===== config.mk =====
export PLATFORM = sky130hd
export DESIGN_NAME = lfu_cache_policy_flat
export DESIGN_NICKNAME = d
export VERILOG_FILES = /design/src/rtl/core/lfu_pkg.sv /design/src/rtl/core/lfu_req_if.sv /design/src/rtl/core/lfu_resp_if.sv /design/src/rtl/core/lfu_scan.sv /design/src/rtl/core/lfu_cache_policy.sv /design/src/flat_wrapper.sv
export SDC_FILE = /design/constraint.sdc
export NUM_CORES = 2
export LEC_CHECK = 0
export BUFFER_PORTS_ARGS = -buffer_cell sky130_fd_sc_hd__buf_2
export CAP_MARGIN = 20
export CORE_MARGIN = 1.5
export CORE_UTILIZATION = 27
export CTS_CLUSTER_DIAMETER = 40
export CTS_CLUSTER_SIZE = 8
export DETAILED_ROUTE_END_ITERATION = 6
export MAX_ROUTING_LAYER = met4
export PLACE_DENSITY = 0.53
export SLEW_MARGIN = 20
export SYNTH_ARGS = -nofsm -noshare
export SYNTH_HDL_FRONTEND = slang
export SYNTH_SLANG_ARGS = --single-unit

===== constraint.sdc =====
create_clock -name clk -period 17.4 [get_ports clk]
set_input_delay 1.74 -clock clk [delete_from_list [all_inputs] [get_ports clk]]
set_output_delay 1.74 -clock clk [all_outputs]
set_load 0.005 [all_outputs]

===== src/rtl/core/lfu_pkg.sv =====
package lfu_pkg;

  // Operation codes carried in the func field
  localparam logic FUNC_GET = 1'b0;
  localparam logic FUNC_PUT = 1'b1;

  localparam logic [31:0] COUNT_MAX = 32'hFFFF_FFFF;
  localparam logic [31:0] COUNT_ONE = 32'd1;

  // Reset value of the capacity register
  localparam logic [4:0] CAPACITY_RESET = 5'd16;

  // One cache slot as held in the entry memory
  typedef struct packed {
    logic [31:0] key;
    logic [31:0] value;
    logic [31:0] count;
    logic [63:0] touch;
  } entry_t;

  // Summary of one scan over the slots
  typedef struct packed {
    logic found;
    logic have_min;
    logic have_free;
  } scan_flags_t;

  // Raise a use count, holding it at the top
  function automatic logic [31:0] bump(input logic [31:0] c);
    return (c == COUNT_MAX) ? c : c + 32'd1;
  endfunction

endpackage


===== src/rtl/core/lfu_req_if.sv =====
interface lfu_req_if;
  logic        valid;
  logic        ready;
  logic        func;
  logic [31:0] key_in;
  logic [31:0] value_in;

  modport source (output valid, func, key_in, value_in, input ready);
  modport sink   (input valid, func, key_in, value_in, output ready);
endinterface


===== src/rtl/core/lfu_resp_if.sv =====
interface lfu_resp_if;
  logic        valid;
  logic        ready;
  logic        hit;
  logic [31:0] read_value;
  logic        evicted;
  logic [31:0] evicted_key;

  modport source (output valid, hit, read_value, evicted, evicted_key, input ready);
  modport sink   (input valid, hit, read_value, evicted, evicted_key, output ready);
endinterface


===== src/rtl/core/lfu_scan.sv =====
module lfu_scan #(
  parameter int ENTRIES = 16,
  localparam int IW = (ENTRIES > 1) ? $clog2(ENTRIES) : 1,
  localparam int UW = $clog2(ENTRIES + 1)
) (
  input  logic                 clk,
  input  logic                 rst,
  input  logic                 clr,
  input  logic                 sample,
  input  logic [IW-1:0]        idx,
  input  logic                 slot_valid,
  input  logic [31:0]          key,
  input  lfu_pkg::entry_t      entry,
  output lfu_pkg::scan_flags_t flags,
  output logic [IW-1:0]        match_idx,
  output logic [IW-1:0]        min_idx,
  output logic [IW-1:0]        free_idx,
  output lfu_pkg::entry_t      match_entry,
  output lfu_pkg::entry_t      min_entry,
  output logic [UW-1:0]        used
);
  import lfu_pkg::*;

  logic take_match;
  logic take_min;
  logic take_free;

  assign take_match = sample && slot_valid && (entry.key == key) && !flags.found;
  // strict compare keeps the lowest slot on a full tie
  assign take_min   = sample && slot_valid &&
                      (!flags.have_min ||
                       ({entry.count, entry.touch} < {min_entry.count, min_entry.touch}));
  assign take_free  = sample && !slot_valid && !flags.have_free;

  always_ff @(posedge clk) begin
    if (rst || clr) begin
      flags <= '0;
      used  <= '0;
    end else begin
      if (take_match) flags.found     <= 1'b1;
      if (take_min)   flags.have_min  <= 1'b1;
      if (take_free)  flags.have_free <= 1'b1;
      if (sample && slot_valid) used <= used + UW'(1);
    end
  end

  always_ff @(posedge clk) begin
    if (take_match) begin
      match_idx   <= idx;
      match_entry <= entry;
    end
    if (take_min) begin
      min_idx   <= idx;
      min_entry <= entry;
    end
    if (take_free) free_idx <= idx;
  end

endmodule


===== src/rtl/core/lfu_cache_policy.sv =====
// Channel  Dir  Handshake          Contents
// req      in   valid/ready        func, key_in, value_in
// resp     out  valid/ready        hit, read_value, evicted, evicted_key
// cfg      in   cfg_we (no wait)   cfg_wdata: capacity
//
// Each request runs from acceptance to a result in the output register through S_SCAN
// (one entry memory read per slot through its single read port), S_FLUSH (drain the
// last read), S_DECIDE (decide and write back) and S_DONE (load the result). req.ready
// returns the cycle after the load, so a new request is taken only once the last is done.
// A result waiting on resp does not block the next request; only its own load waits.
// Reset (rst, synchronous) clears the valid bits, the tick and the capacity to 16.
module lfu_cache_policy #(
  parameter int ENTRIES = 16
) (
  input  logic       clk,
  input  logic       rst,
  input  logic       cfg_we,
  input  logic [4:0] cfg_wdata,
  lfu_req_if.sink    req,
  lfu_resp_if.source resp
);
  import lfu_pkg::*;

  localparam int IW = (ENTRIES > 1) ? $clog2(ENTRIES) : 1;
  localparam int UW = $clog2(ENTRIES + 1);
  localparam int CW = (UW > 5) ? UW : 5;
  localparam logic [IW-1:0] LAST = IW'(ENTRIES - 1);

  typedef enum logic [2:0] {
    S_IDLE,
    S_SCAN,
    S_FLUSH,
    S_DECIDE,
    S_DONE
  } state_t;

  state_t state;

  // Configuration and global state
  logic [4:0]        capacity;
  logic [63:0]       tick;
  logic [ENTRIES-1:0] slot_vld;

  // Held request
  logic        req_func;
  logic [31:0] req_key;
  logic [31:0] req_value;

  // Scan sequencing
  logic [IW-1:0] cnt;
  logic          chk_vld;
  logic [IW-1:0] chk_idx;

  // Entry memory: one read port, one write port
  entry_t mem [ENTRIES];
  entry_t mem_q;

  // Scan results
  scan_flags_t   flags;
  logic [IW-1:0] match_idx, min_idx, free_idx;
  entry_t        match_entry, min_entry;
  logic [UW-1:0] used;

  // Decision
  logic          wr_en;
  logic [IW-1:0] wr_idx;
  entry_t        wr_entry;
  logic          set_vld;
  logic [31:0]   res_rd;
  logic          res_ev;
  logic [31:0]   res_evk;
  logic [CW-1:0] cap_ext, cap_eff;
  logic          full;

  // Pending result and output register
  logic        pend_hit;
  logic [31:0] pend_rd;
  logic        pend_ev;
  logic [31:0] pend_evk;
  logic        resp_vld;
  logic        resp_hit;
  logic [31:0] resp_rd;
  logic        resp_ev;
  logic [31:0] resp_evk;

  logic accept;
  logic load;

  assign accept = req.valid && req.ready;
  assign load   = (state == S_DONE) && (!resp_vld || resp.ready);

  assign req.ready        = (state == S_IDLE);
  assign resp.valid       = resp_vld;
  assign resp.hit         = resp_hit;
  assign resp.read_value  = resp_rd;
  assign resp.evicted     = resp_ev;
  assign resp.evicted_key = resp_evk;

  // Capacity beyond the slot count acts as the slot count
  assign cap_ext = CW'(capacity);
  assign cap_eff = (cap_ext > CW'(ENTRIES)) ? CW'(ENTRIES) : cap_ext;
  assign full    = (CW'(used) >= cap_eff);

  always_ff @(posedge clk) begin
    mem_q <= mem[cnt];
    if (wr_en) mem[wr_idx] <= wr_entry;
  end

  lfu_scan #(.ENTRIES(ENTRIES)) u_scan (
    .clk         (clk),
    .rst         (rst),
    .clr         (accept),
    .sample      (chk_vld),
    .idx         (chk_idx),
    .slot_valid  (slot_vld[chk_idx]),
    .key         (req_key),
    .entry       (mem_q),
    .flags       (flags),
    .match_idx   (match_idx),
    .min_idx     (min_idx),
    .free_idx    (free_idx),
    .match_entry (match_entry),
    .min_entry   (min_entry),
    .used        (used)
  );

  // Work out the write-back and the result once the scan has settled
  always_comb begin
    wr_en          = 1'b0;
    wr_idx         = match_idx;
    wr_entry.key   = req_key;
    wr_entry.value = match_entry.value;
    wr_entry.count = bump(match_entry.count);
    wr_entry.touch = tick;
    set_vld        = 1'b0;
    res_rd         = '0;
    res_ev         = 1'b0;
    res_evk        = '0;
    if (state == S_DECIDE) begin
      if (req_func == FUNC_GET) begin
        if (flags.found) begin
          wr_en  = 1'b1;
          res_rd = match_entry.value;
        end
      end else if (cap_eff != '0) begin
        wr_en          = 1'b1;
        wr_entry.value = req_value;
        if (!flags.found) begin
          // new key: replace the least used, oldest slot or fill a free one
          wr_entry.count = COUNT_ONE;
          set_vld        = 1'b1;
          if (full) begin
            wr_idx  = min_idx;
            res_ev  = 1'b1;
            res_evk = min_entry.key;
          end else begin
            wr_idx = free_idx;
          end
        end
      end
    end
  end

  always_ff @(posedge clk) begin
    if (rst) begin
      state    <= S_IDLE;
      capacity <= CAPACITY_RESET;
      tick     <= '0;
      slot_vld <= '0;
      chk_vld  <= 1'b0;
      resp_vld <= 1'b0;
    end else begin
      if (cfg_we) capacity <= cfg_wdata;
      if (load) resp_vld <= 1'b1;
      else if (resp.ready) resp_vld <= 1'b0;
      case (state)
        S_IDLE: begin
          chk_vld <= 1'b0;
          if (accept) begin
            tick  <= tick + 64'd1;
            state <= S_SCAN;
          end
        end
        S_SCAN: begin
          // issue one slot read a cycle; check it the cycle after
          chk_vld <= 1'b1;
          if (cnt == LAST) state <= S_FLUSH;
        end
        S_FLUSH: begin
          chk_vld <= 1'b0;
          state   <= S_DECIDE;
        end
        S_DECIDE: begin
          if (set_vld) slot_vld[wr_idx] <= 1'b1;
          state <= S_DONE;
        end
        S_DONE: begin
          if (load) state <= S_IDLE;
        end
        default: begin
          chk_vld <= 1'b0;
          state   <= S_IDLE;
        end
      endcase
    end
  end

  // Payload: hold request, advance scan pointer, capture result
  always_ff @(posedge clk) begin
    if (accept) begin
      req_func  <= req.func;
      req_key   <= req.key_in;
      req_value <= req.value_in;
      cnt       <= '0;
    end else if (state == S_SCAN && cnt != LAST) begin
      cnt <= cnt + IW'(1);
    end
    chk_idx <= cnt;
    if (state == S_DECIDE) begin
      pend_hit <= flags.found;
      pend_rd  <= res_rd;
      pend_ev  <= res_ev;
      pend_evk <= res_evk;
    end
    if (load) begin
      resp_hit <= pend_hit;
      resp_rd  <= pend_rd;
      resp_ev  <= pend_ev;
      resp_evk <= pend_evk;
    end
  end

endmodule


===== src/flat_wrapper.sv =====
// flat-port wrapper written by rule: the top's interface ports become plain ports
module lfu_cache_policy_flat import lfu_pkg::*;
#(
  parameter int ENTRIES = 16
)
  (clk, rst, cfg_we, cfg_wdata, req_valid, req_func, req_key_in, req_value_in, req_ready, resp_valid, resp_hit, resp_read_value, resp_evicted, resp_evicted_key, resp_ready);
  lfu_req_if req_i ();
  lfu_resp_if resp_i ();
  input  logic clk;
  input  logic rst;
  input  logic cfg_we;
  input  logic [4:0] cfg_wdata;
  input wire logic [$bits(req_i.valid)-1:0] req_valid;
  input wire logic [$bits(req_i.func)-1:0] req_func;
  input wire logic [$bits(req_i.key_in)-1:0] req_key_in;
  input wire logic [$bits(req_i.value_in)-1:0] req_value_in;
  output wire logic [$bits(req_i.ready)-1:0] req_ready;
  output wire logic [$bits(resp_i.valid)-1:0] resp_valid;
  output wire logic [$bits(resp_i.hit)-1:0] resp_hit;
  output wire logic [$bits(resp_i.read_value)-1:0] resp_read_value;
  output wire logic [$bits(resp_i.evicted)-1:0] resp_evicted;
  output wire logic [$bits(resp_i.evicted_key)-1:0] resp_evicted_key;
  input wire logic [$bits(resp_i.ready)-1:0] resp_ready;
  assign req_i.valid = req_valid;
  assign req_i.func = req_func;
  assign req_i.key_in = req_key_in;
  assign req_i.value_in = req_value_in;
  assign req_ready = req_i.ready;
  assign resp_valid = resp_i.valid;
  assign resp_hit = resp_i.hit;
  assign resp_read_value = resp_i.read_value;
  assign resp_evicted = resp_i.evicted;
  assign resp_evicted_key = resp_i.evicted_key;
  assign resp_i.ready = resp_ready;
  lfu_cache_policy #(.ENTRIES(ENTRIES)) u_core (.clk(clk), .rst(rst), .cfg_we(cfg_we), .cfg_wdata(cfg_wdata), .req(req_i), .resp(resp_i));
endmodule

### Word-level counts from Yosys, hierarchy flattened

Memories as Yosys holds them, arrays and structs flattened. A register that Yosys moved wholly into a read port is not among the register bits.
Index checks and enable logic that the tools add are counted.
W data, S select, Z words.

| word-level totals | value |
|---|---|
| bits in latches | 0 |
| register bits | 507 |
| memories | 1 |
| memory bits (writable) | 2560 |
| output and inout bits | 68 |
| ROM bits | 0 |
| logic and storage cells | 119 |

| cells by class | value |
|---|---|
| muxes and demuxes | 33 |
| $lt $le $gt $ge | 6 |
| $mul | 0 |
| bitwise operators | 5 |
| shifts and indexed selects | 0 |
| equality and inequality tests | 11 |
| reductions and logical operators | 28 |
| div/mod/pow operators | 0 |
| $add $sub $neg | 4 |

Memory list:

| memory | words | bits a word | rd ports | clocked after Yosys merged registers in | write ports | RTL line | text |
|---|---|---|---|---|---|---|---|
| u_core.mem | 16 | 160 | 1 | 1 | 1 | lfu_cache_policy.sv:55 | `entry_t mem [ENTRIES];` |

Operators by type and width:

| operator | number |
|---|---|
| $mux W64 | 3 |
| $lt A96 B96 Y1 | 1 |
| $add A64 B1 Y64 const B | 1 |
| $mux W32 | 2 |
| $add A32 B1 Y32 const B | 1 |
| $eq A32 B32 Y1 | 1 |
| $eq A32 B32 Y1 const B | 1 |
| $mux W4 | 5 |
| $or A16 B16 Y16 | 1 |
| $mux W1 | 15 |
| $pmux W3 S5 | 1 |
| $logic_and A1 B1 Y1 | 10 |
| $lt A4 B5 Y1 const B | 2 |
| $mux W3 | 3 |
| $eq A3 B2 Y1 const B | 2 |
| $add A5 B1 Y5 const B | 1 |
| $ge A5 B5 Y1 | 1 |
| $gt A5 B5 Y1 const B | 1 |
| $logic_not A1 Y1 | 5 |
| $mux W5 | 1 |
| $reduce_bool A5 Y1 | 1 |
| $add A4 B1 Y4 const B | 1 |
| $bmux W1 S4 | 1 |
| $demux W1 S4 | 1 |
| 17 further kinds | 25 |

### Longest topological paths before layout

| logic depth | value |
|---|---|
| depth in word-level cells | 13 |
| depth in mapped cells | 11 |

### By module

Synthesis repeated with hierarchy kept, for this count alone.

| unflattened totals | value |
|---|---|
| cells, all modules | 5423 |
| area total of the unflattened synthesis | 123962.6 um^2 |

By module, submodules not included:

| module | cells an instance | times used | area an instance (um^2) | seq. area each (um^2) |
|---|---|---|---|---|
| lfu_cache_policy | 4673 | 1 | 110921.4 | 87954.4 |
| lfu_scan | 750 | 1 | 13041.3 | 10129.7 |

### Worst setup path after synthesis

OpenSTA, ideal clock, no wires.

| path | value |
|---|---|
| path kind | register -> register |
| start | reg u_core.state[1] |
| end | mem u_core.mem[15][0] (netlist bit) (enable) |
| setup slack | 2.452 ns |
| period minus slack after synthesis | 14.948 ns |
| stages on the path, launching flop included | 8 |
| required time | 16.718 ns |
| arrival time | 14.266 ns |
| library setup time | 0.682 ns |
| path through | dfxtp_1 clkbuf_1 nor3b_1 nand2_1 nor2_1 clkbuf_1 a21oi_1 nor2_1 |

| on the way | value |
|---|---|
| cells in the longest elaborated chain, start to end | 4 |
| elaborated cells between the ends (all ways) | 5 |

Ends and longest elaborated chain:

| what | RTL line | text |
|---|---|---|
| start: declaration | lfu_cache_policy.sv:37 | `state_t state;` |
| start signal: assignment | lfu_cache_policy.sv:166 | `state <= S_IDLE;` |
| start signal: assignment | lfu_cache_policy.sv:181 | `state <= S_SCAN;` |
| start signal: assignment | lfu_cache_policy.sv:187 | `if (cnt == LAST) state <= S_FLUSH;` |
| $eq A3 B2 Y1 (*) | lfu_cache_policy.sv:139 | `if (state == S_DECIDE) begin` |
| $mux W1 | lfu_cache_policy.sv:139 |  |
| $mux W1 | lfu_cache_policy.sv:106 | `if (wr_en) mem[wr_idx] <= wr_entry;` |
| $mux W1 (not written as such) | lfu_cache_policy.sv:106 |  |
| end: declaration | lfu_cache_policy.sv:55 |  |

Mark *: on every way between the ends. The rest lies on a longest branch, timed or not.

### Final worst setup path

| path | value |
|---|---|
| start | reg u_core.state[0] |
| end | mem u_core.mem[6][82] (netlist bit) (enable) |

Same word-level chain as after synthesis.

==> run_results.csv <==
group,metric,value,unit
die,core_area,442000,um2
grt,grt_pass1_wl,413000,um
synthesis,synth-edff-count,2961,
placed_design,place_inst,11200,
layout,fin_area,143000,um2
layout,multi_input_area,24700,um2
min_path,hp-class,"reg -> reg",
setup_path,worstPathCellList,"inv_1 -> nor3b_2 -> buf_4 -> nand2_4 -> nor2_4 -> buf_4 -> a21oi_1 -> a211o_1 -> nor2_4 -> buf_4 -> buf_4",
die,die_x,670,um
sta,fmax,168,MHz
clock_network,cts_root_buf,"clkbuf_16",
setup_path,crit_slowest_cell,"nor2_4",
sta,hold_ws,0.380,ns
routing,via_per_inst,4.50,
die,start_util,27.1,%
sta,hold_viol,0,
routing,drcViolationCount,0,
grt,antenna_found_initial,9,
setup_path,path_delay_family,"buffers and inverters",
sta,rsz0062_at_grt,"no",
synthesis,yosysSeqAreaShare,78.6,%
synthesis,async_reset_ff_share,0,%
grt,grt_use_total,12.8,%
power_and_ir_drop,p_switching,3.88,mW
grt,grt_max_degree,131,
setup_path,cp_num_buf_inv,5,
layout,final_cells,12100,
sta,maxSlewHeadroom,23.7,%
die,fp-row-count,244,
clock_network,insertion_delay,0.97,ns
synthesis,ys_seq_elements,3227,
placed_design,hpwl,151000,um
setup_path,worst-setup-path-type,"reg -> reg",
routing,firstDrtPassIters,7,
routing,drt_iter0_drc,4401,
synthesis,syn_area,120000,um2
clock_network,clock-sinks,3227,
synthesis,ys_types,56,
synthesis,synthFlopType,"edfxtp_1",
power_and_ir_drop,peakVddDrop,0.0965,mV
sta,tightest_slew,1.14,ns
sta,period_share,34.2,%
clock_network,cts_resized,0,
die,die_y,670,um
job,cap_violations,0,
power_and_ir_drop,swShare,21.2,%
layout,fillerInstances,41900,
sta,finalSetupViolCount,0,
grt,grt_pass1_vias,58400,
placed_design,io_buffers,142,
run_status,status,"finished clean",
routing,drtAntennaViolNets,0,
routing,dr_total_vias,54500,
layout,seq_area,94300,um2
layout,mostFrequentLayoutCell,"edfxtp_1",
setup_path,worstPathArrival,6.48,ns
setup_path,cp_max_fo,44,
synthesis,syn-instance-count,5277,
sta,fin_crit,5.95,ns
synthesis,syn_nets,5456,
clock_network,path_clk_slew,0.05,ns
placed_design,placed_area,128000,um2
synthesis,syn_area_per_cell,22.7,um2
grt,gr-total-overflow,0,
clock_network,cts.htree.levels,5,
placed_design,gp_congestion,0.754,
routing,wl_per_cell,23.6,um
sta,report.final.slew_viol_count,0,
power_and_ir_drop,p_clk_share,46.8,%
power_and_ir_drop,leakagePower,41.6,nW
die,io_pins,143,
layout,layout_common_cells,"2961 x edfxtp_1, 804 x mux4_2, 481 x clkbuf_16",
synthesis,ys_warn_count,0,
sta,skew,0.0818,ns
layout,area_growth,19.0,%
power_and_ir_drop,internal_power,14.4,mW
setup_path,cp.required,17.93,ns
sta,setup_ws,11.45,ns
power_and_ir_drop,p_comb_share,6.1,%
layout,layout-drive-gt1-share,27.5,%
setup_path,start_kind,"flop",
layout,final_nets,5974,
setup_path,slowest_delay,0.88,ns
power_and_ir_drop,powerDensity,128,nW/um2
sta,finalSetupTns,0,ns
placed_design,dp_slack,11.44,ns
clock_network,cts_tree,"yes",
routing,wirelength,286000,um
clock_network,cts_post_setup_buffers_inserted,0,
clock_network,cts-hold-fix-buffers,0,
clock_network,cts.path.max_buffers,4,
power_and_ir_drop,seqPwrFrac,47.1,%
die,design.die.area,448000,um2
clock_network,numCtsBuffers,473,
setup_path,critPathMostFrequentCell,"buf_4",
setup_path,cp-end-kind,"flop",
==> state kept, by name, indices dropped and copies added, names as in the netlist, 64 cells and up <==
register                   flops
u_core.mem                  2560
u_core.u_scan.min_entry      128
u_core.tick                   64
u_core.mem_q                 160
u_core.u_scan.match_entry     64
==> logic make-up after synthesis <==
group / share of synthesized area [%]
buffers and inverters: 1.05
and+or+nand+nor: 2.13
adders and majority gates: 1.08
AOI/OAI and AO/OA: 0.768
DFF: 78.6
muxes: 15.6
xor gates and xnor gates: 0.862
==> cell usage after synthesis, types with 3 or more instances <==
cell type	number	area [um2]
a211oi_1	6	45.0
xnor2_1	52	455
or4_1	5	37.5
or3_1	13	81.3
ha_1	104	1300
dfxtp_1	266	5330
a21oi_1	54	270
nor2b_1	11	68.8
mux4_2	804	18100
nand4_1	42	263
nor3_1	26	130
nand2_1	78	293
buf_1	39	146
nor3b_1	5	37.5
o2bb2ai_1	16	140
o21ai_1	7	35.0
mux2_2	35	394
nand2b_1	9	56.3
and4_1	9	78.8
xor2_1	66	578
and2_1	70	438
a211o_1	6	52.6
o211ai_1	4	30.0
o21ai_0	23	115
nand3_1	37	185
clkinv_1	3	11.3
a21o_1	16	120
nor4_1	16	100
clkbuf_1	168	631
edfxtp_1	2961	88900
inv_1	116	435
nor3_2	3	30.0
buf_2	5	25.0
nor2_1	144	541
mux2i_1	16	160
and3_1	17	106
==> worst reg2reg max path, delay by kind of cell (launching register included) <==
family | cells | cell delay [ns]
and+or+nand+nor | 4 | 1.86
AOI/OAI and AO/OA | 2 | 0.54
buffers and inverters | 5 | 2.66
DFF | 1 | 0.45
==> power groups by stage <==
stage	Sequential [mW]	Combinational, mW	Clock (mW)
after floorplan	8.68	0.902	0
after global placement	8.77	1.14	0
after detailed placement	8.77	1.15	0
after CTS	8.62	1.15	8.76
after global routing	8.62	1.20	9.10
final	8.62	1.12	8.58
==> per-layer routing <==
metal / global-route usage, % / wire length (um) / part of all wire, %
met1: 15.9 / 120000 / 42
met2: 21.7 / 145000 / 51
met3: 2.09 / 13100 / 4.6
met4: 3.73 / 7430 / 2.6
met5: - / 0 / 0
==> per-stage QoR <==
stage               utilization (%)  power (mW)
finish                         32.3        18.3
global route                   32.3        18.9
CTS                            32.3        18.5
detailed placement             29.1        9.92
global placement               29.0        9.91
floorplan                         -        9.58
==> final cells by class <==
cell class | instances | share of cell area (%)
Tap cell | 5904 | 5.18
Clock inverter | 58 | 0.528
Multi-Input combinational cell | 1718 | 17.3
Inverter | 119 | 0.313
Timing Repair Buffer | 256 | 1.18
Antenna cell | 9 | 0.0158
Sequential cell | 3227 | 66.0
Clock buffer | 806 | 9.46
==> path summary, 6_finish.rpt <==
path	start	to	slack, ns	cells past startpoint
worst min-delay path	u_core.mem_q[96]	u_core.u_scan.match_entry[96]	0.38	0
worst min register to register	u_core.mem_q[96]	u_core.u_scan.match_entry[96]	0.38	0
worst max-delay path	u_core.state[0]	u_core.mem[6][82]	11.45	11
worst max register to register	u_core.state[0]	u_core.mem[6][82]	11.45	11
Note: power is estimated with default switching activity, not from simulation.
